$ cat src/hw/rtl/sdtr_pkg.sv
`timescale 1ns / 1ps
// ----------------------------------------------------------------------------
// sdtr_pkg
// Shared widths, types and cathode tables for the six-digit tube roll driver.
// ----------------------------------------------------------------------------
package sdtr_pkg;

   localparam int BinWidth     = 24;
   localparam int NumDigits    = 6;
   localparam int DigitWidth   = 4;
   localparam int BcdWidth     = NumDigits * DigitWidth;
   localparam int CodeWidth    = 10;
   localparam int PatternWidth = 64;
   localparam int ValueWidth   = 20;
   localparam int CountWidth   = $clog2(BinWidth);

   typedef logic [BcdWidth-1:0]   bcd_type;
   typedef logic [DigitWidth-1:0] digit_type;

   typedef struct packed {
      logic busy;
      logic done;
   } cvt_status_type;

   // bit offset of each digit's cathode code, most significant digit first
   localparam int CodeOffset [NumDigits] = '{0, 10, 20, 32, 44, 54};

   // decimal weight of each digit, most significant digit first
   localparam logic [ValueWidth-1:0] DigitWeight [NumDigits] = '{
      20'd100000, 20'd10000, 20'd1000, 20'd100, 20'd10, 20'd1
   };

   function automatic logic [CodeWidth-1:0] cathode_code(input digit_type d);
      logic [CodeWidth-1:0] code;
      case (d)
         4'd0:    code = 10'b0000000001;
         4'd1:    code = 10'b1000000000;
         4'd2:    code = 10'b0100000000;
         4'd3:    code = 10'b0010000000;
         4'd4:    code = 10'b0001000000;
         4'd5:    code = 10'b0000100000;
         4'd6:    code = 10'b0000010000;
         4'd7:    code = 10'b0000001000;
         4'd8:    code = 10'b0000000100;
         default: code = 10'b0000000010;   // nine, and clamp anything above
      endcase
      return code;
   endfunction

   function automatic digit_type get_digit(input bcd_type bcd, input int idx);
      return bcd[BcdWidth-1-DigitWidth*idx -: DigitWidth];
   endfunction

endpackage

$ cat src/hw/rtl/six_digit_tube_roll_driver.sv
`timescale 1ns / 1ps
// ----------------------------------------------------------------------------
// six_digit_tube_roll_driver
// Convert a target number to six digits and emit display frames, stepping
// each digit one count per frame when a roll is requested.
// ----------------------------------------------------------------------------
// Flow: a request is accepted only in idle, then the shift-add-3 converter
//   turns its target into decimal digits bit-serially; the control leaves
//   conversion and the frame step loads one frame per cycle into the output
//   register while the consumer does not stall, with n = 1..9 frames per
//   request; the state returns to idle as the last frame is loaded, so no
//   new request is accepted before that.
// Reset: synchronous; shown digits clear to zero and no frame is pending.
// ----------------------------------------------------------------------------
module six_digit_tube_roll_driver
   import sdtr_pkg::*;
(
   input  logic                    clock,
   input  logic                    reset,
   // request channel
   input  logic                    req_valid,
   output logic                    req_ready,
   input  logic [BinWidth-1:0]     req_target_value,
   input  logic                    req_roll_request,
   // frame channel
   output logic                    rsp_valid,
   input  logic                    rsp_ready,
   output logic [PatternWidth-1:0] rsp_frame_pattern,
   output logic [ValueWidth-1:0]   rsp_shown_value,
   output logic                    rsp_last_frame
);

   typedef enum logic [1:0] {
      ST_IDLE,
      ST_CONVERT,
      ST_FRAME
   } state_type;

   state_type               state_ff, state_in;
   logic                    roll_ff, roll_in;
   bcd_type                 shown_ff, shown_in;
   logic                    rsp_valid_ff, rsp_valid_in;
   logic [PatternWidth-1:0] pattern_ff, pattern_in;
   logic [ValueWidth-1:0]   value_ff, value_in;
   logic                    last_ff, last_in;

   logic                    cvt_start;
   bcd_type                 target_bcd;
   cvt_status_type          cvt_status;

   bcd_type                 step_digits;
   bcd_type                 next_digits;
   logic                    next_done;
   logic                    out_free;
   logic [PatternWidth-1:0] enc_pattern;
   logic [ValueWidth-1:0]   enc_value;

   // Start the converter on the accepting edge; it holds its result until the
   // next start, so the target digits need no copy here.
   assign cvt_start = (state_ff == ST_IDLE) && req_valid;

   sdtr_bin2bcd u_bin2bcd (
      .clock     (clock),
      .reset     (reset),
      .start     (cvt_start),
      .bin_value (req_target_value),
      .bcd_value (target_bcd),
      .status    (cvt_status)
   );

   // Advance every shown digit one count toward its target digit.
   always_comb begin
      digit_type c;
      digit_type t;
      step_digits = shown_ff;
      for (int i = 0; i < NumDigits; i++) begin
         c = get_digit(shown_ff, i);
         t = get_digit(target_bcd, i);
         if (c > t) begin
            step_digits[BcdWidth-1-DigitWidth*i -: DigitWidth] = c - 4'd1;
         end else if (c < t) begin
            step_digits[BcdWidth-1-DigitWidth*i -: DigitWidth] = c + 4'd1;
         end
      end
   end

   // Jump straight to the target without roll; otherwise finish once matched.
   assign next_digits = roll_ff ? step_digits : target_bcd;
   assign next_done   = (next_digits == target_bcd);

   sdtr_frame_enc u_frame_enc (
      .digits  (next_digits),
      .pattern (enc_pattern),
      .value   (enc_value)
   );

   // The output register takes a new frame when empty or being drained.
   assign out_free = !rsp_valid_ff || rsp_ready;

   always_comb begin
      state_in     = state_ff;
      roll_in      = roll_ff;
      shown_in     = shown_ff;
      rsp_valid_in = rsp_valid_ff && !rsp_ready;
      pattern_in   = pattern_ff;
      value_in     = value_ff;
      last_in      = last_ff;
      unique case (state_ff)
         ST_IDLE: begin
            if (req_valid) begin
               roll_in  = req_roll_request;
               state_in = ST_CONVERT;
            end
         end
         ST_CONVERT: begin
            if (cvt_status.done) begin
               state_in = ST_FRAME;
            end
         end
         ST_FRAME: begin
            // hold the step until the previous frame is taken
            if (out_free) begin
               shown_in     = next_digits;
               rsp_valid_in = 1'b1;
               pattern_in   = enc_pattern;
               value_in     = enc_value;
               last_in      = next_done;
               if (next_done) begin
                  state_in = ST_IDLE;
               end
            end
         end
         default: begin
            state_in = ST_IDLE;
         end
      endcase
   end

   always_ff @(posedge clock) begin
      roll_ff    <= roll_in;
      pattern_ff <= pattern_in;
      value_ff   <= value_in;
      last_ff    <= last_in;
      if (reset) begin
         state_ff     <= ST_IDLE;
         shown_ff     <= '0;
         rsp_valid_ff <= 1'b0;
      end else begin
         state_ff     <= state_in;
         shown_ff     <= shown_in;
         rsp_valid_ff <= rsp_valid_in;
      end
   end

   assign req_ready         = (state_ff == ST_IDLE);
   assign rsp_valid         = rsp_valid_ff;
   assign rsp_frame_pattern = pattern_ff;
   assign rsp_shown_value   = value_ff;
   assign rsp_last_frame    = last_ff;

endmodule

$ cat src/hw/rtl/sdtr_bin2bcd.sv
`timescale 1ns / 1ps
// ----------------------------------------------------------------------------
// sdtr_bin2bcd
// Iterative shift-and-add-3 converter: one binary bit per cycle, keeping only
// the six low decimal digits, which yields the value modulo one million.
// ----------------------------------------------------------------------------
module sdtr_bin2bcd
   import sdtr_pkg::*;
(
   input  logic                clock,
   input  logic                reset,
   input  logic                start,
   input  logic [BinWidth-1:0] bin_value,
   output bcd_type             bcd_value,
   output cvt_status_type      status
);

   logic [BinWidth-1:0]   bin_ff, bin_in;
   bcd_type               bcd_ff, bcd_in;
   logic [CountWidth-1:0] count_ff, count_in;
   logic                  busy_ff, busy_in;
   logic                  done_ff, done_in;

   bcd_type               bcd_adj;

   // add three to every digit of five or more, then shift
   always_comb begin
      digit_type d;
      bcd_adj = bcd_ff;
      for (int i = 0; i < NumDigits; i++) begin
         d = bcd_ff[DigitWidth*i +: DigitWidth];
         if (d >= 4'd5) begin
            bcd_adj[DigitWidth*i +: DigitWidth] = d + 4'd3;
         end
      end
   end

   always_comb begin
      bin_in   = bin_ff;
      bcd_in   = bcd_ff;
      count_in = count_ff;
      busy_in  = busy_ff;
      done_in  = 1'b0;
      if (start) begin
         bin_in   = bin_value;
         bcd_in   = '0;
         count_in = '0;
         busy_in  = 1'b1;
      end else if (busy_ff) begin
         bcd_in   = {bcd_adj[BcdWidth-2:0], bin_ff[BinWidth-1]};
         bin_in   = {bin_ff[BinWidth-2:0], 1'b0};
         count_in = count_ff + 1'b1;
         if (count_ff == CountWidth'(BinWidth - 1)) begin
            busy_in = 1'b0;
            done_in = 1'b1;
         end
      end
   end

   always_ff @(posedge clock) begin
      bin_ff   <= bin_in;
      bcd_ff   <= bcd_in;
      count_ff <= count_in;
      if (reset) begin
         busy_ff <= 1'b0;
         done_ff <= 1'b0;
      end else begin
         busy_ff <= busy_in;
         done_ff <= done_in;
      end
   end

   assign bcd_value   = bcd_ff;
   assign status.busy = busy_ff;
   assign status.done = done_ff;

endmodule

$ cat src/hw/rtl/sdtr_frame_enc.sv
`timescale 1ns / 1ps
// ----------------------------------------------------------------------------
// sdtr_frame_enc
// Map six BCD digits to the packed cathode pattern and their decimal value.
// ----------------------------------------------------------------------------
module sdtr_frame_enc
   import sdtr_pkg::*;
(
   input  bcd_type                 digits,
   output logic [PatternWidth-1:0] pattern,
   output logic [ValueWidth-1:0]   value
);

   always_comb begin
      digit_type d;
      pattern = '0;
      value   = '0;
      for (int i = 0; i < NumDigits; i++) begin
         d = get_digit(digits, i);
         if (d > 4'd9) begin
            d = 4'd9;
         end
         pattern = pattern | (PatternWidth'(cathode_code(d)) << CodeOffset[i]);
         value   = value + ValueWidth'(ValueWidth'(d) * DigitWeight[i]);
      end
   end

endmodule

$ cat config.mk
export PLATFORM = sky130hd
export DESIGN_NAME = six_digit_tube_roll_driver
export DESIGN_NICKNAME = d
export VERILOG_FILES = /design/src/hw/rtl/sdtr_pkg.sv /design/src/hw/rtl/six_digit_tube_roll_driver.sv /design/src/hw/rtl/sdtr_bin2bcd.sv /design/src/hw/rtl/sdtr_frame_enc.sv
export SDC_FILE = /design/constraint.sdc
export NUM_CORES = 1
export LEC_CHECK = 0
export ABC_AREA = 0
export BUFFER_PORTS_ARGS = -buffer_cell sky130_fd_sc_hd__buf_2
export CORE_ASPECT_RATIO = 1.2
export CORE_MARGIN = 2
export CORE_UTILIZATION = 52
export CTS_BUF_LIST = sky130_fd_sc_hd__clkbuf_8
export DETAILED_ROUTE_END_ITERATION = 10
export GPL_ROUTABILITY_DRIVEN = 0
export MAX_ROUTING_LAYER = met4
export PLACE_DENSITY = 0.7
export SLEW_MARGIN = 20
export SYNTH_ARGS = -nofsm -noshare
export SYNTH_HDL_FRONTEND = slang
export SYNTH_SLANG_ARGS = --single-unit
export TNS_END_PERCENT = 30
$ cat constraint.sdc
create_clock -name clock -period 14.7 [get_ports clock]
set_clock_uncertainty 0.05 [all_clocks]
set_input_delay 0.735 -clock clock [delete_from_list [all_inputs] [get_ports clock]]
set_output_delay 0.735 -clock clock [all_outputs]
set_load 0.02 [all_outputs]
-- Word level (Yosys, flattened, before mapping)
Memory sizes are Yosys's and may differ from the RTL's.
Index checks and enable logic that the tools add are counted.
- add/sub/neg operators: 24
- multipliers: 5
- div/mod/pow operators: 0
- $lt $le $gt $ge: 24
- equality and inequality tests: 8
- shift operators: 0
- muxes and demuxes: 38
- bitwise operators: 6
- reductions and logical operators: 11
- operator list (operator ; number):
    two-way mux 4 bit ; 23
    two-way mux 24 bit ; 3
    bitwise OR 64 x 30 -> 64 bit ; 1
    bitwise OR 64 x 42 -> 64 bit ; 1
    bitwise OR 64 x 54 -> 64 bit ; 1
    bitwise OR 64 bit ; 1
    adder 4 x 1 -> 4 bit, second input constant ; 6
    == test 24 bit ; 1
    >= comparator 4 x 3 -> 1 bit, second input constant ; 6
    greater-than comparator 4 bit ; 6
    greater-than comparator 4 bit, second input constant ; 6
    less-than comparator 4 bit ; 6
    subtractor 4 x 1 -> 4 bit, second input constant ; 6
    adder 20 x 11 -> 20 bit ; 1
    adder 20 x 14 -> 20 bit ; 1
    adder 20 x 18 -> 20 bit ; 1
    adder 20 x 4 -> 20 bit ; 1
    adder 20 x 8 -> 20 bit ; 1
    adder 4 x 2 -> 4 bit, second input constant ; 5
    bitwise OR 10 x 20 -> 20 bit ; 1
    multiplier 4 x 12 -> 15 bit, second input constant ; 1
    multiplier 4 x 10 -> 14 bit, second input constant ; 1
    multiplier 4 x 7 -> 11 bit, second input constant ; 1
    multiplier 4 x 5 -> 9 bit, second input constant ; 1
    other kinds (21) ; 34
- register bits: 168
- latch bits: 0
- memory bits (writable): 0
- bits in read-only memories: 960
- bits of input ports: 29
- output and inout port bits: 87
- logic and storage cells: 134
- memories kept: 6
- memories (name ; words ; bits a word ; read ports ; clocked after memory_dff ; write ports ; line ; source):
    (name not given) ; 16 ; 10 ; 1 ; 0 ; 0 ; sdtr_pkg.sv:35 ; case (d)
    (name not given) ; 16 ; 10 ; 1 ; 0 ; 0 ; sdtr_pkg.sv:35 ;
    (name not given) ; 16 ; 10 ; 1 ; 0 ; 0 ; sdtr_pkg.sv:35 ;
    (name not given) ; 16 ; 10 ; 1 ; 0 ; 0 ; sdtr_pkg.sv:35 ;
    (name not given) ; 16 ; 10 ; 1 ; 0 ; 0 ; sdtr_pkg.sv:35 ;
    (name not given) ; 16 ; 10 ; 1 ; 0 ; 0 ; sdtr_pkg.sv:35 ;

-- Longest topological paths before layout
Gate-level depths: netlist (run 1).
- word-level depth: 12
- depth in mapped cells: 34
- gate-level depth less buffers: 32

-- Cells and area by module
A second synthesis (run 1) with hierarchy kept.
- cells, all modules: 1248
- area, all modules: 12459.4 µm²
- modules (own cells, without submodules) (module ; instances ; cells each ; area an instance (µm²) ; seq. area each (µm²)):
    six_digit_tube_roll_driver ; 1 ; 521 ; 5916.9 ; 3123.0
    sdtr_frame_enc ; 1 ; 466 ; 3788.6 ; 0.0
    sdtr_bin2bcd ; 1 ; 261 ; 2753.9 ; 1341.3

-- Least setup slack after synthesis (run 1)
No wires, ideal clock.
- path kind: register to register
- start: register u_bin2bcd.bcd_ff[14] (netlist: u_bin2bcd.bcd_value[14])
- end: register value_ff[18] (netlist: rsp_shown_value[18]) (data pin)
- arrival time: 6.831 ns
- slack: 7.562 ns
- cell stages (with the launch flop): 31
- buffers on the path: 1
- clock period less this slack: 7.138 ns
- cell sequence: dfxtp_1 > clkbuf_1 > inv_1 > ha_1 > o21ai_1 > a21oi_1 > nor2_1 > mux2i_1 > xor2_1 > mux2i_1 > inv_1 > nor2_1 > nor2_1 > inv_1 > fa_1 > inv_1 > fa_1 > inv_1 > fa_1 > fa_1 > fa_1 > inv_1 > ha_1 > a21oi_1 > o21bai_1 > a211o_1 > nand3_1 > a31oi_1 > a21o_1 > a21oi_1 > xnor2_1
- word-level cells in the longest chain between the ends: 11
- elaborated cells on any way between the ends: 12
- RTL lines (item ; line ; source):
    from (decl) ; sdtr_bin2bcd.sv:19 ; bcd_type bcd_ff, bcd_in;
    from (signal assigned) ; sdtr_bin2bcd.sv:62 ; bcd_ff <= bcd_in;
    less-than comparator 4 bit ; six_digit_tube_roll_driver.sv:81 ; end else if (c < t) begin
    two-way mux 4 bit ; six_digit_tube_roll_driver.sv:81 ;
    two-way mux 4 bit ; six_digit_tube_roll_driver.sv:79 ; if (c > t) begin
    two-way mux 24 bit (*) ; six_digit_tube_roll_driver.sv:88 ; assign next_digits = roll_ff ? step_digits : target_bcd;
    greater-than comparator 4 bit ; sdtr_frame_enc.sv:20 ; if (d > 4'd9) begin
    two-way mux 4 bit (*) ; sdtr_frame_enc.sv:20 ;
    multiplier 4 x 7 -> 11 bit (*) ; sdtr_frame_enc.sv:24 ; value = value + ValueWidth'(ValueWidth'(d) * DigitWeight[i]);
    adder 20 x 14 -> 20 bit (*) ; sdtr_frame_enc.sv:24 ;
    adder 20 x 11 -> 20 bit (*) ; sdtr_frame_enc.sv:24 ;
    adder 20 x 8 -> 20 bit (*) ; sdtr_frame_enc.sv:24 ;
    adder 20 x 4 -> 20 bit (*) ; sdtr_frame_enc.sv:24 ;
    net enc_value[18] ; six_digit_tube_roll_driver.sv:56 ; logic [ValueWidth-1:0] enc_value;
    to (signal assigned) ; six_digit_tube_roll_driver.sv:142 ; value_ff <= value_in;
    to (decl) ; six_digit_tube_roll_driver.sv:44 ; logic [ValueWidth-1:0] value_ff, value_in;
Mark *: on every way through the listed nets, which the timed path passes. The rest lies on a longest branch.
A chain may end at the register's enable or synchronous reset.

-- Worst setup path in the final report (run 1)
Same ends and word-level chain as after synthesis.

==> results of run 1 <==
## layout make-up
| class | instances | area (sq um) |
|---|---|---|
| Clock inverter | 15 | 186.4 |
| Clock buffer | 17 | 234.0 |
| Inverter | 120 | 452.9 |
| Sequential cell | 164 | 4344 |
| Multi-Input combinational cell | 834 | 6695 |
| Timing Repair Buffer | 120 | 623.1 |
| Fill cell | 1986 | 9336 |
| Tap cell | 279 | 349.1 |
## final timing paths
check,startpoint,end,slack [ps],cells past startpoint
max,u_bin2bcd.bcd_value[14],rsp_shown_value[18],6630,28
max reg2reg,u_bin2bcd.bcd_value[14],rsp_shown_value[18],6630,28
min,req_roll_request,roll_ff,410,1
min reg2reg,state_ff[1],state_ff[0],450,1
## metal layers
layer	share of wire, %	GRT usage, %
met5	0	-
met1	45	26.86
met4	1.9	6.652
met3	3.1	3.527
met2	50	36.78
## cell families after synthesis
logic type	count (synthesis)	synth area share [%]
flip-flops	164	37.22
XOR/XNOR	94	7.118
AND/OR/NAND/NOR	293	12.16
adder cells (fa/ha/maj)	185	21.82
AO/OA/AOI/OAI	191	10.19
multiplexers	65	5.863
buffers and inverters	167	5.563
other	2	0.06434
## power groups by stage
stage	Clock, W	Combinational [W]	Sequential (W)
2_1_floorplan	0	0.0000952	0.000518
3_3_place_gp	0	0.000121	0.000520
3_5_place_dp	0	0.000124	0.000520
4_1_cts	0.000356	0.000125	0.000510
5_1_grt	0.000372	0.000140	0.000511
6_report	0.000346	0.000124	0.000510
## worst max-delay path, delay by kind of cell, from the launching register on
kind                     cells  cell delay, ps
adder cells (fa/ha/maj)      8            3570
buffers and inverters        5             540
AO/OA/AOI/OAI                8            1370
multiplexers                 2             900
AND/OR/NAND/NOR              3             710
XOR/XNOR                     2             210
flip-flops                   1             520
## stage by stage
stage	instances	worst slack (ps)	hold WS, ps	area (sq um)	power, W
5_1_grt	1549	6012	381.4	12880	0.001023
6_report	1549	6634	406.1	12880	0.0009794
4_1_cts	1549	6642	380.0	12880	0.0009902
3_3_place_gp	1517	6989	421.8	12460	0.0006405
3_5_place_dp	1517	6688	439.2	12460	0.0006441
2_1_floorplan	1165	7562	379.8	11690	0.0006128
## state kept, by name (all words and copies together), names as in the netlist
register	cells
rsp_shown_value	20
u_bin2bcd.bcd_value	24
rsp_valid	1
rsp_last_frame	1
u_bin2bcd.done_ff	1
rsp_frame_pattern	60
u_bin2bcd.bin_ff	24
u_bin2bcd.busy_ff	1
state_ff	2
roll_ff	1
u_bin2bcd.count_ff	5
shown_ff	24
## placed cells by master, fill, tap and decap left out, types with 10 or more instances in the layout
cell | netlist | final
buf_2 | 0 | 111
nor3_1 | 21 | 21
ha_1 | 154 | 154
mux2i_1 | 38 | 38
nand2b_1 | 17 | 17
fa_1 | 31 | 31
xnor2_1 | 67 | 67
a21o_1 | 13 | 13
nand4_1 | 12 | 12
mux2_2 | 26 | 26
nand3_1 | 16 | 16
clkbuf_8 | 0 | 17
dfxtp_1 | 58 | 58
and2_1 | 22 | 21
o21ai_0 | 28 | 28
edfxtp_1 | 106 | 106
nand2_1 | 50 | 50
o21ai_1 | 10 | 10
nor2_1 | 102 | 102
inv_1 | 120 | 119
a21oi_1 | 80 | 80
xor2_1 | 26 | 26
a211oi_1 | 19 | 19
and3_1 | 28 | 28
## synth_stat cells, drive strengths merged, types with 9 or more instances
cell	instances
nand4	12
mux2	27
xnor2	67
inv	120
ha	154
dfxtp	58
xor2	27
and3	28
nor3	21
a211oi	19
nand2	50
nand2b	17
a21oi	80
nor2	102
a31oi	9
clkbuf	37
o21ai	38
edfxtp	106
buf	10
a21o	13
mux2i	38
and2	22
fa	31
nand3	16
==> impl_results.md, run 1 <==
- Area growth syn-to-layout: 10.39%
- Initial antenna violation count: 0
- Nets: 1471
- Actual slew at the worst max-slew pin: 952.7 ps
- Cell accounting for the most synthesized area: edfxtp_1
- RSZ-0062 raised after global routing: no
- Residual DRC count: 0
- Slowest CP cell: mux2i_1
- Overall routing resource usage: 21.74%
- Gate power share: roughly 13%
- Detail Route Antenna Nets: 0
- Sw Pwr: 0.0002787 W
- Worst-path fanout max: 11
- Switching Share: 28.46%
- Core Area: 22220 sq um
- # diodes: 0
- Worst Path Arrival: 8240 ps
- Seq/Total Area, Yosys: 37.22%
- Initial Util: 52.53%
- Flop pwr share: 52.0%
- Rows: 60
- Post-CTS Setup Inserts: 0
- Synthesized instance count: 1161
- Die Wd: 140.8 um
- Vias in the first global route: around 8400
- Avg Vias per Cell: 5.428
- Synth area leaders: edfxtp_1 27%, ha_1 17%, dfxtp_1 9.9%, fa_1 5.3%, xnor2_1 5.0%
- CP Capture Type: register
- Die H: about 170 um
- Final hold vios: 0
- Crit-path max cell delay: 620 ps
- Clock tree sinks: 164
- Avg Inst Size Synth: approximately 10 sq um
- Hold_buf cts: 0
- P_int: 0.0007007 W
- Peak VDD IR: a little under 0.05 mV
- I/O pin total: 116
- Yosys Warn Count: 0
- Setup crit start kind: register
- Rel. slew slack: between 30% and 40%
- First-pass GRT wire length: ~40000 um
- Dpl hpwl: 18570 um
- Synth top area share: between 20% and 30%
- Final Cycle Share: 54.87%
- Share of cells above drive strength 1: between 10% and 20%
- Worst-Skew Late Latency: roughly 460 ps
- Synth Flop Type: edfxtp_1
- Sum Neg Setup Slack: 0 ps
- Yosys reg bits: 164
- Vias post-DR: 8408
- Cts bufs inserted: 17
- Post-synth EDFFs: 106
- Detailed Route Iter0 Violations: 428
- Maxcap violations: 0
- Critical path class: reg2reg
- Die ar.: 23670 sq um
- Clk buf depth: 2
- Final Util: 57.98%
- Clock network fraction of total power: 35.3%
- Tmin final: 8066 ps
- Synth Cell Area: 11670 sq um
- H-tree levels: 4
- CTS tree: yes
- Largest net degree at the start of global routing: 81
- Slew Viols, Final: 0
- Leak: approximately 6.0 nW
- Synth async-reset ratio: 0%
- Fmax achieved: between 100 and 150 MHz
- Status: complete, no violations
- Final WL: 24580 um
- Root Buffer: clkbuf_8
- Grt ovf: 0
- Port bufs: 111
- Final setup viols: 0
- Cts repair resizes: 0
- Unique masters post-synth: 57
- Worst EP required: 14880 ps
- Per-cell routed wire length: between 15 and 20 um
- Drt pass-1 iters: 5
- Clock transition at the registers of the reported paths: 100 ps
- PwrDens: 76.01 nW/um^2
- Hold crit path type: in2reg
No activity file was read; power rests on OpenSTA's default activity.
==> inputs of run 2 (changes only) <==
--- a/config.mk
+++ b/config.mk
@@ -5,7 +5,7 @@
 export SDC_FILE = /design/constraint.sdc
 export NUM_CORES = 1
 export LEC_CHECK = 0
-export ABC_AREA = 0
+export ABC_AREA = 1
 export BUFFER_PORTS_ARGS = -buffer_cell sky130_fd_sc_hd__buf_2
 export CORE_ASPECT_RATIO = 1.2
 export CORE_MARGIN = 2
@@ -14,7 +14,7 @@
 export DETAILED_ROUTE_END_ITERATION = 10
 export GPL_ROUTABILITY_DRIVEN = 0
 export MAX_ROUTING_LAYER = met4
-export PLACE_DENSITY = 0.7
+export PLACE_DENSITY = 0.69
 export SLEW_MARGIN = 20
 export SYNTH_ARGS = -nofsm -noshare
 export SYNTH_HDL_FRONTEND = slang
==> constraint.sdc (replaced) <==
create_clock -name clock -period 8.4 [get_ports clock]
set_clock_uncertainty 0.05 [all_clocks]
set_input_delay 0.42 -clock clock [delete_from_list [all_inputs] [get_ports clock]]
set_output_delay 0.42 -clock clock [all_outputs]
set_load 0.02 [all_outputs]
==> impl_results.md, run 2 <==
- Status: complete, no violations (unchanged)
- Cts repair resizes: 0 (unchanged)
- Fill cell count: 2141 (was 1986)
- Actual slew at the worst max-slew pin: 856.7 ps (was 952.7 ps)
- Yosys Warn Count: 0 (unchanged)
- Share of cells above drive strength 1: 13.79% (was 15.04%)
- Crit-path max cell delay: 440 ps (was 620 ps)
- # diodes: 0 (unchanged)
- Hold crit path type: in2reg (unchanged)
- Initial antenna violation count: 0 (unchanged)
- Final setup viols: 0 (unchanged)
- Largest net degree at the start of global routing: 47 (was 81)
- Unique masters post-synth: 49 (was 57)
- Die Wd: 144.2 um (was 140.8 um)
- Synth top area share: 25.94% (was 27.27%)
- Worst-Skew Late Latency: 480 ps (was 460 ps)
- Die H: 172.3 um (was 168.1 um)
- Synth Cell Area: 12270 sq um (was 11670 sq um)
- Cell accounting for the most synthesized area: edfxtp_1 (unchanged)
- Synthesized instance count: 1485 (was 1161)
- Area growth syn-to-layout: 10.25% (was 10.39%)
- Detailed Route Iter0 Violations: 541 (was 428)
- Nets: 1804 (was 1471)
- Final Util: 58.30% (was 57.98%)
- Multi-input gate area: 6850 sq um (was 6695 sq um)
- Vias post-DR: 10050 (was 8408)
- Fmax achieved: 142.5 MHz (was 124.0 MHz)
- Compound-Gate Fraction of Synth Area: 9.668% (was 10.19%)
- Rows: 61 (was 60)
- Drt pass-1 iters: 8 (was 5)
- Most frequent cells in the layout: 301 x nand2_1, 227 x inv_1, 154 x ha_1 (was 154 x ha_1, 119 x inv_1, 111 x buf_2)
- Rel. slew slack: 42.80% (was 36.49%)
- CP Capture Type: register (unchanged)
- Main combinational cell family by area after synthesis: simple AND/OR/NAND/NOR gates (was adder cells)
- Dominant cell by count in the synthesized netlist: nand2_1 (was ha_1)
- Maxcap violations: 0 (unchanged)
- XOR/XNOR share of the synthesized area: 3.426% (was 7.118%)
- H-tree levels: 4 (unchanged)
- Yosys reg bits: 164 (unchanged)
- Worst-path fanout max: 11 (unchanged)
- Avg Inst Size Synth: 8.262 sq um (was 10.05 sq um)
- Cts bufs inserted: 17 (unchanged)
- R2R setup slack: 1380 ps (was 6630 ps)
- Largest register FFs: 60 (unchanged)
- Commonest non-fill, non-tap cell in the layout: nand2_1 (was ha_1)
- Most frequent cell on the critical path: inv_1
- CTS tree: yes (unchanged)
- Vias in the first global route: 9506 (was 8353)
- Port bufs: 111 (unchanged)
- Post-synthesis mux area share: 0% (was 5.863%)
- Critical path class: reg2reg (unchanged)
- Slew Viols, Final: 0 (unchanged)
- Die ar.: 24840 sq um (was 23670 sq um)
- Final WL: 27820 um (was 24580 um)
- Post-CTS Setup Inserts: 0 (unchanged)
- RSZ-0062 raised after global routing: no (unchanged)
- Hold_buf cts: 0 (unchanged)
- Synth Flop Type: edfxtp_1 (unchanged)
- Clk buf depth: 2 (unchanged)
- Core Area: 23200 sq um (was 22220 sq um)
- Clock tree sinks: 164 (unchanged)
- Adder-Cell Fraction of Synth Area: 20.76% (was 21.82%)
- Worst EP required: 8600 ps (was 14880 ps)
- Synth area leaders: edfxtp_1 26%, ha_1 16%, dfxtp_1 9.5%, nand2_1 9.2%, inv_1 7.0% (was edfxtp_1 27%, ha_1 17%, dfxtp_1 9.9%, fa_1 5.3%, xnor2_1 5.0%)
- Final hold vios: 0 (unchanged)
- Detail Route Antenna Nets: 0 (unchanged)
- Synth async-reset ratio: 0% (unchanged)
- Worst Path Arrival: 7210 ps (was 8240 ps)
- Setup crit start kind: register (unchanged)
- Residual DRC count: 0 (unchanged)
- Per-cell routed wire length: 14.50 um (was 15.87 um)
- Post-synth top cells: 301 x nand2_1, 228 x inv_1, 154 x ha_1 (was 154 x ha_1, 120 x inv_1, 106 x edfxtp_1)
- Tmin final: 7017 ps (was 8066 ps)
- Post-synth EDFFs: 106 (unchanged)
- Overall routing resource usage: 23.51% (was 21.74%)
- I/O pin total: 116 (unchanged)
- Slowest CP cell: fa_1 (was mux2i_1)
- Grt ovf: 0 (unchanged)
- Post-Synth Simple-Gate Area: 21.75% (was 12.16%)
- Initial Util: 52.88% (was 52.53%)
- Avg Vias per Cell: 5.242 (was 5.428)
- First-pass GRT wire length: 44640 um (was 40260 um)
- Root Buffer: clkbuf_8 (unchanged)
- Seq/Total Area, Yosys: 35.41% (was 37.22%)
- Final Cycle Share: 83.54% (was 54.87%)
- FF/Latch Area: 4344 sq um (unchanged)
- Dpl hpwl: 20970 um (was 18570 um)
- Clock transition at the registers of the reported paths: 110 ps (was 100 ps)
- Sum Neg Setup Slack: 0 ps (unchanged)
-- run 2: changes by cell type in the layout (fill, tap and decap cells not counted), moves of 14 or more --
cell,delta
and2_1,-21
o21ai_0,+33
nand2b_1,-17
inv_2,+15
xnor2_1,-49
and3_1,-27
mux2i_1,-38
nand2_2,+14
nand2_1,+251
mux2_2,-26
a211oi_1,-18
inv_1,+108
nand4_1,+22
nand3_1,+96
-- run 2: worst paths after layout --
| path | from | end | cells after the start |
|---|---|---|---|
| max | u_bin2bcd.bcd_value[15] | rsp_shown_value[18] | 40 |
| max reg2reg | u_bin2bcd.bcd_value[15] | rsp_shown_value[18] | 40 |
| min reg2reg | u_bin2bcd.count_ff[4] | u_bin2bcd.count_ff[4] | 1 |
| min | req_roll_request | roll_ff | 1 |
-- run 2: layout make-up --
| cell class | count | area share [%] |
|---|---|---|
| clock inverters | 15 | 1.360 |
| multi-input cells | 1046 | 50.64 |
| repair buffers | 118 | 4.495 |
| clock buffers | 17 | 1.730 |
| inverters | 243 | 6.743 |
| well taps | 315 | 2.914 |
| flip-flops and latches | 164 | 32.12 |
-- run 2: logic make-up (layout without fill, tap and decap cells) --
group	count (synthesis)	in the layout
AO/OA/AOI/OAI	204	204
XOR/XNOR	48	48
adder cells (fa/ha/maj)	185	185
buffers and inverters	279	393
flip-flops	164	164
other	2	6
AND/OR/NAND/NOR	603	603
-- run 2: critical path, delay by kind of cell, from the launching register on --
kind	cells	cell delay, ps
AOI/OAI and AO/OA	7	1380
and+or+nand+nor	16	1490
adders and majority gates	8	2570
xor gates and xnor gates	1	60
buffers and inverters	8	830
DFF	1	410
-- run 2: routing by layer --
| metal | share of wire, % | global-route usage (%) | routed length [um] | up-vias |
|---|---|---|---|---|
| li1 | - | - | - | 5103 |
| met1 | 42 | 27.13 | 11660 | 4652 |
| met2 | 51 | 41.45 | 14180 | 233 |
| met3 | 3.6 | 3.240 | 1004 | 66 |
| met4 | 3.5 | 9.287 | 971 | 0 |
| met5 | 0 | - | 0 | - |
-- run 2: metrics by stage --
step           area [sq um]  setup WS (ps)  cells  hold slack (ps)
3_5_place_dp          13110           1380   1886            406.8
5_1_grt               13530          707.0   1918            61.75
2_1_floorplan         12280           2060   1489            372.8
3_3_place_gp          13110           1547   1886            395.4
6_report              13530           1383   1918            87.92
4_1_cts               13530           1381   1918            66.37
Power of run 2 is left out: the tool's default activity adds up to more than one toggle a clock period on the data nets, which glitch-free logic cannot reach.
